File: config.mk
export PLATFORM = sky130hd
export DESIGN_NAME = joystick_axis_conditioner_core
export DESIGN_NICKNAME = d
export VERILOG_FILES = /design/src/hw/rtl/jac_pkg.sv /design/src/hw/rtl/joystick_axis_conditioner_core.sv
export SDC_FILE = /design/constraint.sdc
export NUM_CORES = 1
export LEC_CHECK = 0
export BUFFER_PORTS_ARGS = -buffer_cell sky130_fd_sc_hd__buf_2
export CAP_MARGIN = 20
export CELL_PAD_IN_SITES_DETAIL_PLACEMENT = 1
export CELL_PAD_IN_SITES_GLOBAL_PLACEMENT = 1
export CORE_UTILIZATION = 45
export CTS_BUF_LIST = sky130_fd_sc_hd__clkbuf_2
export DETAILED_ROUTE_END_ITERATION = 6
export PLACE_DENSITY_LB_ADDON = 0.1
export REMOVE_ABC_BUFFERS = 1
export SYNTH_ARGS = -nofsm -noshare
export SYNTH_HDL_FRONTEND = slang
export SYNTH_SLANG_ARGS = --single-unit
File: constraint.sdc
create_clock -name clk -period 8.2 [get_ports clk]
set_clock_uncertainty 0.1 [all_clocks]
set_input_delay 0.82 -clock clk [delete_from_list [all_inputs] [get_ports clk]]
set_output_delay 0.82 -clock clk [all_outputs]
set_load 0.05 [all_outputs]
File: src/hw/rtl/jac_pkg.sv
// Shared constants and types for the joystick axis conditioner.
package jac_pkg;

  localparam int SampleMax = 4096;

  localparam int RegAddrW = 4;
  localparam logic [1:0] RegInvert     = 2'd0;
  localparam logic [1:0] RegDetentStep = 2'd1;
  localparam logic [1:0] RegDeadZone   = 2'd2;

  localparam logic OpSample    = 1'b0;
  localparam logic OpCalibrate = 1'b1;

  typedef struct packed {
    logic signed [13:0] press_level;
    logic signed [1:0]  rotate_step;
    logic signed [14:0] position_delta;
    logic signed [13:0] position;
  } result_t;

endpackage

File: src/hw/rtl/joystick_axis_conditioner_core.sv
// Joystick axis conditioner: clamp, zero correction, delta, detent and dead zone.
// Takes one item per clock while the skid register is empty. All of the work is
// a single registered pass of adds and compares. A two-entry output buffer
// (result register plus skid register) takes one more item while a result
// waits on m_tready. Registers sit on an APB port at byte addresses 0 (invert),
// 4 (detent_step) and 8 (dead_zone).
module joystick_axis_conditioner_core (
  input  logic                          clk,
  input  logic                          rst,
  input  logic                          s_tvalid,
  output logic                          s_tready,
  input  logic [15:0]                   s_tdata,  // [12:0] adc_sample
  input  logic [1:0]                    s_tuser,  // [0] op, [1] read_ok
  output logic                          m_tvalid,
  input  logic                          m_tready,
  // [13:0] position, [28:14] position_delta, [30:29] rotate_step,
  // [44:31] press_level
  output logic [47:0]                   m_tdata,
  input  logic                          psel,
  input  logic                          penable,
  input  logic                          pwrite,
  input  logic [jac_pkg::RegAddrW-1:0]  paddr,
  input  logic [31:0]                   pwdata,
  output logic [31:0]                   prdata,
  output logic                          pready
);
  import jac_pkg::*;

  logic        invert;
  logic [12:0] detent_step;
  logic [12:0] dead_zone;

  logic [12:0]        zero_level;
  logic signed [13:0] last_position;
  logic signed [14:0] detent_anchor;

  result_t out_res, skid_res, res_next;
  logic    out_valid, skid_valid;

  logic        accept, pop, op, read_ok;
  logic [12:0] sample;
  logic [16:0] sample_wide;
  logic [13:0] diff;
  logic signed [13:0] pos;
  logic signed [16:0] pos_w, anchor_up, anchor_dn, dz_w;
  logic signed [14:0] anchor_next;
  logic signed [1:0]  step;
  logic signed [16:0] press_w;

  // config port
  assign pready = 1'b1;

  always_ff @(posedge clk) begin
    if (rst) begin
      invert      <= 1'b0;
      detent_step <= 13'd1;
      dead_zone   <= 13'd1;
    end else if (psel && penable && pwrite && pready) begin
      unique case (paddr[3:2])
        RegInvert:     invert      <= pwdata[0];
        RegDetentStep: detent_step <= pwdata[12:0];
        RegDeadZone:   dead_zone   <= pwdata[12:0];
        default: ;
      endcase
    end
  end

  always_comb begin
    unique case (paddr[3:2])
      RegInvert:     prdata = {31'd0, invert};
      RegDetentStep: prdata = {19'd0, detent_step};
      RegDeadZone:   prdata = {19'd0, dead_zone};
      default:       prdata = 32'd0;
    endcase
  end

  // datapath
  assign op      = s_tuser[0];
  assign read_ok = s_tuser[1];
  assign accept  = s_tvalid && s_tready;
  assign pop     = out_valid && m_tready;

  always_comb begin
    sample_wide = read_ok ? {4'd0, s_tdata[12:0]} : 17'd0;
    if (sample_wide > 17'(SampleMax)) begin
      sample_wide = 17'(SampleMax);
    end
    sample = sample_wide[12:0];

    diff = {1'b0, sample} - {1'b0, zero_level};
    pos  = invert ? $signed(-diff) : $signed(diff);

    pos_w     = 17'(pos);
    anchor_up = 17'(detent_anchor) + $signed({4'd0, detent_step});
    anchor_dn = 17'(detent_anchor) - $signed({4'd0, detent_step});
    if (pos_w >= anchor_up) begin
      anchor_next = anchor_up[14:0];
      step        = 2'sd1;
    end else if (pos_w <= anchor_dn) begin
      anchor_next = anchor_dn[14:0];
      step        = -2'sd1;
    end else begin
      anchor_next = detent_anchor;
      step        = 2'sd0;
    end

    dz_w = $signed({4'd0, dead_zone});
    if (pos_w >= dz_w) begin
      press_w = pos_w - dz_w + 17'sd1;
    end else if (pos_w <= -dz_w) begin
      press_w = pos_w + dz_w - 17'sd1;
    end else begin
      press_w = 17'sd0;
    end

    if (op == OpCalibrate) begin
      res_next = '0;
    end else begin
      res_next.position       = pos;
      res_next.position_delta = 15'(pos) - 15'(last_position);
      res_next.rotate_step    = step;
      res_next.press_level    = press_w[13:0];
    end
  end

  always_ff @(posedge clk) begin
    if (rst) begin
      zero_level    <= '0;
      last_position <= '0;
      detent_anchor <= '0;
    end else if (accept) begin
      if (op == OpCalibrate) begin
        zero_level    <= sample;
        last_position <= '0;
        detent_anchor <= '0;
      end else begin
        last_position <= pos;
        detent_anchor <= anchor_next;
      end
    end
  end

  // output register with skid stage
  assign s_tready = !skid_valid;

  always_ff @(posedge clk) begin
    if (rst) begin
      out_valid  <= 1'b0;
      skid_valid <= 1'b0;
    end else if (!out_valid || pop) begin
      if (skid_valid) begin
        out_valid  <= 1'b1;
        skid_valid <= 1'b0;
      end else begin
        out_valid <= accept;
      end
    end else if (accept) begin
      skid_valid <= 1'b1;
    end
  end

  always_ff @(posedge clk) begin
    if (!out_valid || pop) begin
      out_res <= skid_valid ? skid_res : res_next;
    end else if (accept) begin
      skid_res <= res_next;
    end
  end

  assign m_tvalid = out_valid;
  assign m_tdata  = {3'd0, out_res};

  // checks
  a_skid_behind_out: assert property (@(posedge clk) disable iff (rst)
    skid_valid |-> out_valid)
    else $error("skid entry without result entry");

  a_stall_fills_skid: assert property (@(posedge clk) disable iff (rst)
    out_valid && !m_tready && accept |=> skid_valid)
    else $error("item accepted during stall was not buffered");

  a_cal_clears: assert property (@(posedge clk) disable iff (rst)
    accept && op == OpCalibrate |=> last_position == 14'sd0 && detent_anchor == 15'sd0)
    else $error("calibrate did not clear tracking state");

  a_step_code: assert property (@(posedge clk) disable iff (rst)
    out_valid |-> out_res.rotate_step != 2'b10)
    else $error("bad rotate step code");

endmodule
==> impl_results.md, run 1 <==
* Setup TNS at 0 ns
* Chip height at 172 microns
* Clock-pin slew on the worst setup and hold paths at 0.31 ns
* Max Clock Freq at 144 MHz
* Std cell rows at 61
* Post-synthesis average cell area at 8.98 sq um
* Mapped Area at 13000 sq um
* Area growth syn-to-layout at 8.48%
* Post-route antenna net violation count at 0
* Routed WL at 36900 microns
* Worst Max-Slew Pin Slew at 1.20 ns
* GP Congestion at 0.920
* TritonCTS clock tree: done
* Syn Inst Count at 1446
* Simple-Gate Fraction of Synth Area at 0.145
* Status: finished, final reports clean
* Leakage power at 5.97 nW
* Worst Hold Margin at 0.104 ns
* Peak supply drop at 0.113 mV
* RSZ-0062 raised after global routing: false
* Crit path arrival time at 7.42 ns
* Max Buffers Root-to-Sink at 2
* DRT Pass-1 Iters at 7
* R2R Path End: m_tdata[37]$_DFFE_PP_
* Final-report max-slew violation count at 0
* Total GRT Usage at 0.257
* Register area at 4130 sq um
* Total die area at 29500 sq um
* Routed wire length per instance at 19.2 microns
* Largest family of logic cells by synthesized area: compound AO/OA/AOI/OAI gates
* Worst Setup SP: s_tdata[9]
* Crit share post-route at 0.847
* Mux cell area share after synthesis at 0.0284
* Tightest Hold Check Type: primary input to register
* Crit start category: primary input
* Port bufs at 96
* Flops & latches, synth at 161
* DIE WIDTH at 172 microns
* Postcts setup bufs at 0
* Yosys cell types at 95
* CTS root buf: clkbuf_2
* DR iter-0 viols at 520
* EDFF count, synth at 90
* Minimum clock period at 6.95 ns
* CP max FO at 13
* Num CTS Buffers at 17
* First-pass GRT wire length at 58600 microns
* Vias per inst at 5.60
* Number of fill cells in the layout at 3378
* Grt total ovfl at 0
* # setup viols final at 0
* Post-synth ARST share at 0
* DR vias at 10800
* Worst r2r path cells at 24
* Crit path required time at 8.67 ns
* Top FF cell, synth: edfxtp_1
* Design area at 14100 sq um
* Fraction of layout cells with a size suffix above 1 at 0.140
* Core ar. at 28100 sq um
* Worst Path Class, Setup: primary input to register
* Warnings, synthesis at 0
* Vias in the first global route at 10600
* DRC violations left at 0
* Initial antenna violation count at 3
* Post-DP HPWL at 28400 microns
* Largest net degree at the start of global routing at 67
* Starting Density at 0.462
* Rel. slew slack at 0.178
* Area of the multi-input gates at 8050 sq um
* Nets@finish at 1745
* Final Hold Viols at 0
* P per Cell Area at 250 nW/um^2
* Resized Gates After CTS at 0
* H-tree depth at 4
* Clk_lat worst skew at 0.81 ns
* Io pins at 144
* Clk sinks at 161
* Post-synthesis sequential area ratio at 0.318
* Placed Area at 13800 sq um
* Synth Area in Compound Gates at 0.208
* Xor and xnor area share after synthesis at 0.0723
* Crit path capture type: register
* Critical Path Sink: m_tdata[37]$_DFFE_PP_
* Adder-cell share of the synthesized area at 0.159
* Cts hold-fix bufs at 0
* Maxcap violations at 0
* Critical R2R Launch: zero_level[0]$_SDFFE_PP0P_
* Flop-to-flop setup slack at 1.66 ns
==> worst min-delay path by stage <==
stage	start	endpoint	cells past startpoint
floorplan	last_position[2]$_SDFFE_PP0P_	last_position[2]$_SDFFE_PP0P_	2
global placement	zero_level[1]$_SDFFE_PP0P_	zero_level[1]$_SDFFE_PP0P_	2
detailed placement	zero_level[12]$_SDFFE_PP0P_	zero_level[12]$_SDFFE_PP0P_	2
CTS	pwdata[10]	dead_zone[10]$_SDFFE_PP0P_	3
global route	pwdata[9]	detent_step[9]$_SDFFE_PP0P_	3
finish	pwdata[10]	dead_zone[10]$_SDFFE_PP0P_	3
==> sequential cells by signal, summed over array words and instances, names as in the netlist <==
signal         count
detent_anchor     15
skid_valid         1
invert             1
detent_step       13
last_position     14
m_tvalid           1
skid_res          45
zero_level        13
m_tdata           45
dead_zone         13
==> layout make-up <==
class                      count  share of cell area
antenna                        3            0.000533
sequential                   161               0.293
clock inverter                15              0.0138
clock buffer                  17             0.00604
inverter                     127              0.0340
multi-input combinational   1102               0.572
tap                          378              0.0336
timing repair buffer         121              0.0474
==> cell usage after synthesis, types with 10 or more instances <==
master	instances	area [sq um]
nand2_1	178	668
ha_1	143	1790
a21oi_1	129	646
inv_1	123	462
nor2_1	97	364
edfxtp_1	90	2700
dfxtp_1	71	1420
xnor2_1	60	526
o21ai_0	44	220
clkbuf_1	38	143
o31ai_1	35	263
xor2_1	28	245
a22o_1	25	219
a21o_1	23	173
buf_4	23	173
nand2b_1	23	144
mux2i_1	20	200
a221oi_1	16	140
nand3_1	16	80.1
mux2_2	15	169
nor2b_1	15	93.8
nor3_1	15	75.1
and2_1	14	87.6
o21bai_1	12	90.1
fa_1	11	220
o211ai_1	11	82.6
o21a_1	11	82.6
and3_1	10	62.6
==> worst max-delay path: stages <==
cell and delay, ns:
buf_2 0.10, nor4_1 0.39, nand3_1 0.12, a21boi_0 0.18
buf_4 0.19, and2_1 0.16, ha_1 0.32, a211o_1 0.38
a2111oi_2 0.31, a211o_2 0.20, nand3_2 0.13, or2_4 0.31
o21ai_0 0.22, xnor2_1 0.31, inv_1 0.31, ha_1 0.39
o21a_1 0.12, nor2_1 0.04, a31oi_1 0.41, a211oi_1 0.16
a2111oi_0 0.44, and3_1 0.24, maj3_2 0.23, nor3_2 0.05
o311ai_4 0.27, buf_4 0.27, a21oi_2 0.06, mux2_2 0.27
==> metrics by stage <==
| stage | std cells | power [W] | util | worst slack, ns |
|---|---|---|---|---|
| 2_1_floorplan | 1390 | 0.00252 | - | 1.14 |
| 3_3_place_gp | 1889 | 0.00296 | 0.491 | 0.568 |
| 3_5_place_dp | 1889 | 0.00303 | 0.491 | 0.437 |
| 4_1_cts | 1921 | 0.00355 | 0.501 | 1.28 |
| 5_1_grt | 1923 | 0.00377 | 0.501 | 0.708 |
| 6_report | 1924 | 0.00353 | 0.501 | 1.25 |
==> logic make-up after synthesis <==
family | count (synthesis)
and+or+nand+nor | 407
AOI/OAI and AO/OA | 382
buffers and inverters | 204
DFF | 161
adders and majority gates | 159
xor gates and xnor gates | 96
muxes | 35
other | 2
==> routing by layer <==
layer,wire (microns),vias to the layer above,global-route usage
li1,-,5254,-
met1,17900,5292,0.353
met2,17300,193,0.430
met3,1090,26,0.0279
met4,616,0,0.0666
met5,0,-,0
==> report_power, final <==
part | internal, W | total [W] | switching [W]
clock | 0.000134 | 0.000502 | 0.000369
combinational | 0.000725 | 0.00202 | 0.00130
sequential | 0.000968 | 0.00100 | 0.0000337
==> layout by cell type, fill, tap and decap left out, types with 10 or more instances in the layout <==
master / instances
a21o_1: 23
a21oi_1: 129
a221oi_1: 16
a22o_1: 25
and2_1: 14
and3_1: 10
buf_2: 96
buf_4: 25
clkbuf_2: 17
conb_1: 23
dfxtp_1: 70
edfxtp_1: 90
fa_1: 11
ha_1: 143
inv_1: 123
mux2_2: 15
mux2i_1: 20
nand2_1: 178
nand2b_1: 22
nand3_1: 16
nor2_1: 96
nor2b_1: 15
nor3_1: 15
o211ai_1: 11
o21a_1: 11
o21ai_0: 44
o21bai_1: 12
o31ai_1: 35
xnor2_1: 60
xor2_1: 28
Note: power is estimated with default switching activity, not from simulation.
==> run 2, diff against run 1 <==
- clock period: 8.2 -> 7.15 ns (I/O delays scaled with it)
==> impl_results.md, run 2 (synthesis gave the netlist of run 1 again) <==
* Maxcap violations at 0 (unchanged)
* Chip height at 172 microns (unchanged)
* Initial antenna violation count at 1 (-2)
* Register area at 4130 sq um (unchanged)
* Clock-pin slew on the worst setup and hold paths at 0.29 ns (-0.02 ns)
* Int Power at 0.00211 W (+16%)
* Util after Layout at 0.514 (+0.0127)
* Vias in the first global route at 10800 (+1.4%)
* First-pass GRT wire length at 58400 microns (-0.26%)
* Final Hold Viols at 0 (unchanged)
* CP max-delay cell: or3b_4
* DR vias at 10900 (+1.4%)
* Fraction of layout cells with a size suffix above 1 at 0.158 (+0.0184)
* P per Cell Area at 280 nW/um^2 (+12%)
* Clk_lat worst skew at 0.84 ns (+0.03 ns)
* # setup viols final at 0 (unchanged)
* Worst hold stages at 3 (unchanged)
* Crit path largest cell delay at 0.45 ns (about the same)
* Tightest Hold Check Type: primary input to register
* Routed wire length per instance at 18.9 microns (-1.3%)
* Resized Gates After CTS at 0 (unchanged)
* Crit path capture type: register
* Sw Ratio at 0.479 (-0.00351)
* Crit path arrival time at 6.91 ns (-0.51 ns)
* DR iter-0 viols at 617 (+19%)
* GP Congestion at 0.856 (-6.9%)
* DRT Pass-1 Iters at 5 (-2)
* Clk sinks at 161 (unchanged)
* Crit path required time at 7.67 ns (-1.00 ns)
* Worst Max-Slew Pin Slew at 1.14 ns (-0.0607 ns)
* Setup TNS at 0 ns (unchanged)
* Vias per inst at 5.54 (-0.97%)
* Io pins at 144 (unchanged)
* Total GRT Usage at 0.259 (+0.00169)
* Most common cell after layout, fill and taps aside: nand2_1
* Minimum clock period at 6.39 ns
* Starting Density at 0.462 (unchanged)
* H-tree depth at 4 (unchanged)
* TritonCTS clock tree: done
* Crit. path cell count at 31 (+11%)
* Area of the multi-input gates at 8050 sq um (unchanged)
* Crit start category: primary input
* Final-report max-slew violation count at 0 (unchanged)
* RSZ-0062 raised after global routing: false
* Placed Cells at 1922 (+1.7%)
* Crit path buffers/inverters at 6 (+2)
* Postcts setup bufs at 0 (unchanged)
* DRC violations left at 0 (unchanged)
* Clock power share at 0.135 (-0.007)
* Nets@finish at 1793 (+2.8%)
* Rel. slew slack at 0.238 (+0.0596)
* Num CTS Buffers at 17 (unchanged)
* Net Sw Power at 0.00194 W (+14%)
* Cell mode on critical path: buf_4
* Std cell rows at 61 (unchanged)
* Worst Path Class, Setup: primary input to register
* Number of fill cells in the layout at 3410 (+0.95%)
* Leakage power at 6.19 nW (+3.6%)
* Status: finished, final reports clean
* Power consumption at 0.00405 W (+15%)
* Port bufs at 96 (unchanged)
* Most frequent cells in the layout: nand2_1 (178), ha_1 (143), a21oi_1 (129), inv_1 (123)
* Max Clock Freq at 156 MHz
* Routed WL at 37200 microns (+1.0%)
* DIE WIDTH at 172 microns (unchanged)
* Top Family by Delay on Critical Path: compound AO/OA/AOI/OAI gates
* Crit share post-route at 0.894
* Cts hold-fix bufs at 13 (+13)
* Grt total ovfl at 0 (unchanged)
* Placed Area at 14000 sq um (+1.8%)
* Total die area at 29500 sq um (unchanged)
* Post-route antenna net violation count at 0 (unchanged)
* Post-DP HPWL at 28900 microns (+1.9%)
* Largest net degree at the start of global routing at 67 (unchanged)
* Fin cells at 1970 (+2.4%)
* Peak supply drop at 0.108 mV (-4.6%)
* CP max FO at 13 (unchanged)
* Max Buffers Root-to-Sink at 2 (unchanged)
* Design area at 14400 sq um (+2.5%)
* Sequential share of power at 0.283 (about the same)
* Worst r2r path cells at 24 (unchanged)
* Core ar. at 28100 sq um (unchanged)
* CTS root buf: clkbuf_2
* Area growth syn-to-layout at 11.2%
* Comb pwr share at 0.582 (+0.008)
[run 2: cell types whose count changed in the layout (fill, tap and decap cells not counted), sizes merged]
cell / before / now
clkinv: 8 / 6
buf: 121 / 155
diode: 3 / 1
clkbuf: 17 / 18
dlygate4sd3: 0 / 13
bufinv: 1 / 0
inv: 132 / 135
[run 2: area by class of cell]
class,count,share of cell area
well taps,378,0.0328
diodes,1,0.000173
repair buffers,169,0.0739
clock buffers,17,0.00589
multi-input cells,1102,0.558
flip-flops and latches,161,0.286
inverters,127,0.0332
clock inverters,15,0.0108
[run 2: per-stage QoR]
| stage | worst slack (ns) | hold slack, ns |
|---|---|---|
| after CTS | 0.794 | 0.00857 |
| after global placement | 0.0333 | 0.343 |
| after global routing | 0.228 | 0.0102 |
| final | 0.759 | 0.0805 |
| after detailed placement | -0.125 | 0.347 |
| after floorplan | 0.192 | 0.330 |
[run 2: final timing paths]
| kind | slack (ns) | end | start |
|---|---|---|---|
| max | 0.76 | m_tdata[37]$_DFFE_PP_ | s_tdata[9] |
| min | 0.08 | zero_level[0]$_SDFFE_PP0P_ | s_tdata[0] |
| max reg2reg | 0.99 | m_tdata[37]$_DFFE_PP_ | zero_level[0]$_SDFFE_PP0P_ |
| min reg2reg | 0.38 | zero_level[4]$_SDFFE_PP0P_ | zero_level[4]$_SDFFE_PP0P_ |
[run 2: per-layer routing]
metal / track usage / wire, microns
met5: 0 / 0
met4: 0.0681 / 709
met3: 0.0352 / 1280
met2: 0.444 / 17600
met1: 0.340 / 17600
[run 2: worst register-to-register path, cell delays in order, from the launching register on]
cell and delay [ns]:
dfxtp_1 0.40, ha_1 0.20, inv_1 0.06, fa_1 0.46, a211o_1 0.34, a2111oi_2 0.30, a211o_2 0.17, or3b_4 0.41
o31ai_1 0.26, xnor2_1 0.24, inv_1 0.11, ha_1 0.32, o21a_1 0.12, nor2_1 0.04, a31oi_1 0.35, buf_4 0.21
nor2_1 0.04, a2111oi_0 0.33, and3_1 0.24, maj3_2 0.22, nor3_2 0.05, o311ai_4 0.45, buf_4 0.26, a21oi_2 0.06
mux2_2 0.28
[run 2: power groups by stage]
stage | combinational, W | clock, W | sequential [W]
floorplan | 0.00148 | 0 | 0.00141
global placement | 0.00228 | 0 | 0.00116
detailed placement | 0.00234 | 0 | 0.00117
CTS | 0.00236 | 0.000559 | 0.00115
global route | 0.00259 | 0.000593 | 0.00116
finish | 0.00235 | 0.000546 | 0.00115
==> run 3, diff against run 2 <==
- CORE_UTILIZATION: 45 -> 46
- CTS_BUF_LIST: sky130_fd_sc_hd__clkbuf_2 -> sky130_fd_sc_hd__clkbuf_16
==> impl_results.md, run 3 (synthesis gave the netlist of run 1 again) <==
* Status: finished, final reports clean
* Grt total ovfl at 0 (unchanged)
* Post-DP HPWL at 28300 microns (-2.1%)
* H-tree depth at 4 (unchanged)
* Crit start category: primary input
* Setup TNS at 0 ns (unchanged)
* Final Hold Viols at 0 (unchanged)
* Peak supply drop at 0.132 mV (+22%)
* Routed WL at 36900 microns (-0.95%)
* Tightest Hold Check Type: register to register
* DR vias at 10800 (-0.65%)
* Total GRT Usage at 0.263 (+0.00374)
* # setup viols final at 0 (unchanged)
* Area growth syn-to-layout at 12.2%
* Port bufs at 96 (unchanged)
* Routed wire length per instance at 19.0 microns (+0.32%)
* Util after Layout at 0.524 (+0.0100)
* Num CTS Buffers at 17 (unchanged)
* RSZ-0062 raised after global routing: false
* Most frequent cells in the layout: nand2_1 (178), ha_1 (142), a21oi_1 (129), inv_1 (124)
* GP Congestion at 0.870 (+1.6%)
* Ant diodes at 0 (-1)
* Flop-to-flop setup slack at 1.07 ns (+0.08 ns)
* Max Buffers Root-to-Sink at 2 (unchanged)
* Largest net degree at the start of global routing at 67 (unchanged)
* Minimum clock period at 6.71 ns (+0.317 ns)
* Leakage power at 6.21 nW (+0.31%)
* Hold path startpoint: zero_level[8]$_SDFFE_PP0P_
* R2R Path End: m_tdata[44]$_DFFE_PP_
* P per Cell Area at 304 nW/um^2 (+8.5%)
* CP max FO at 22 (+9)
* Cts hold-fix bufs at 0 (-13)
* Max Clock Freq at 149 MHz (-4.7%)
* Vias per inst at 5.58 (+0.63%)
* First-pass GRT wire length at 58800 microns (+0.58%)
* Clock-pin slew on the worst setup and hold paths at 0.07 ns (-0.22 ns)
* Crit path arrival time at 6.81 ns (-0.10 ns)
* Final-report max-slew violation count at 0 (unchanged)
* Most common cell after layout, fill and taps aside: nand2_1
* Starting Density at 0.467 (+0.00508)
* Int Power at 0.00244 W (+16%)
* Post-route antenna net violation count at 0 (unchanged)
* Crit share post-route at 0.938 (+0.0443)
* Critical R2R Launch: zero_level[0]$_SDFFE_PP0P_
* Rel. slew slack at 0.259 (+0.0209)
* Initial antenna violation count at 0 (-1)
* Clk sinks at 161 (unchanged)
* Fraction of layout cells with a size suffix above 1 at 0.153 (-0.00523)
* Worst Path Class, Setup: primary input to register
* Critical Path Sink: m_tdata[44]$_DFFE_PP_
* DR iter-0 viols at 554 (-10%)
* Crit path capture type: register
* Maxcap violations at 0 (unchanged)
* Worst Setup SP: s_tdata[9]
* Clk_lat worst skew at 0.46 ns (-0.38 ns)
* Std cell rows at 61 (unchanged)
* Io pins at 144 (unchanged)
* Crit path required time at 7.25 ns (-0.42 ns)
* DIE WIDTH at 170 microns (-1.1%)
* DRT Pass-1 Iters at 5 (unchanged)
* Core ar. at 27800 sq um (-1.1%)
* TritonCTS clock tree: done
* Postcts setup bufs at 0 (unchanged)
* Worst r2r path cells at 23 (-4.2%)
* Clock power share at 0.209 (+0.074)
* Net Sw Power at 0.00199 W (+2.6%)
* Worst Max-Slew Pin Slew at 1.11 ns (-0.0313 ns)
* Sequential share of power at 0.259 (-0.024)
* Resized Gates After CTS at 0 (unchanged)
* DRC violations left at 0 (unchanged)
* Nets@finish at 1769 (-1.3%)
* Vias in the first global route at 11000 (+2.4%)
* CTS root buf: clkbuf_16
* Sw Ratio at 0.449 (-0.0299)
* Comb pwr share at 0.533 (-0.049)
* Chip height at 170 microns (-1.1%)
* Total die area at 28900 sq um (-2.1%)
## run 3: cell types whose count changed in the layout (fill, tap and decap cells not counted), sizes merged
cell and delta:
diode -1, dlygate4sd3 -13, buf -10, clkbuf -1
inv +1, clkinvlp +3, clkinv -4
## run 3: critical path: stages
cell	delay, ns
buf_2	0.10
nor4_1	0.37
nand3_1	0.11
a21boi_0	0.18
buf_4	0.20
and2_1	0.17
ha_2	0.28
a211o_1	0.33
a2111oi_2	0.33
a211o_2	0.20
or3b_4	0.42
o31ai_1	0.25
xnor2_1	0.24
inv_1	0.11
ha_1	0.33
o21a_1	0.13
nor2_1	0.04
a31oi_1	0.32
a211oi_1	0.14
a2111oi_1	0.44
and3_1	0.23
maj3_2	0.22
nor3_2	0.05
o311ai_4	0.27
buf_12	0.21
a21oi_1	0.09
mux2_2	0.28
## run 3: power by group through the flow
stage               clock network (W)  registers, W  logic [W]
floorplan                           0       0.00141    0.00148
global placement                    0       0.00116    0.00226
detailed placement                  0       0.00117    0.00233
CTS                          0.000938       0.00115    0.00236
global route                 0.000972       0.00116    0.00258
finish                       0.000924       0.00115    0.00236
## run 3: worst min-delay path by stage
stage	end	depth (start not counted)	slack [ns]
finish	zero_level[8]$_SDFFE_PP0P_	2	0.36
global route	zero_level[11]$_SDFFE_PP0P_	2	0.37
CTS	zero_level[8]$_SDFFE_PP0P_	2	0.36
detailed placement	zero_level[8]$_SDFFE_PP0P_	2	0.35
global placement	zero_level[11]$_SDFFE_PP0P_	2	0.34
floorplan	last_position[2]$_SDFFE_PP0P_	2	0.33
## run 3: metrics by stage
stage          cell area, sq um  power, W  instances  setup slack, ns  hold WS (ns)
2_1_floorplan             12600   0.00289       1390            0.192         0.330
3_3_place_gp              14000   0.00343       1912            0.162         0.343
3_5_place_dp              14000   0.00350       1913           0.0543         0.348
4_1_cts                   14600   0.00444       1945            0.435         0.358
5_1_grt                   14600   0.00471       1945           0.0227         0.370
6_report                  14600   0.00443       1945            0.442         0.357
## run 3: cell type report
cell class | instances | area (sq um)
fillers | 3319 | 13200
flip-flops and latches | 161 | 4130
repair buffers | 145 | 865
well taps | 378 | 473
clock buffers | 17 | 425
clock inverters | 15 | 144
multi-input cells | 1102 | 8050
inverters | 127 | 479
## run 3: per-layer routing
layer	wire (microns)	vias up	track usage
met3	1360	45	0.0365
li1	-	5309	-
met2	17600	206	0.450
met1	17200	5285	0.342
met5	0	-	0
met4	767	0	0.0783
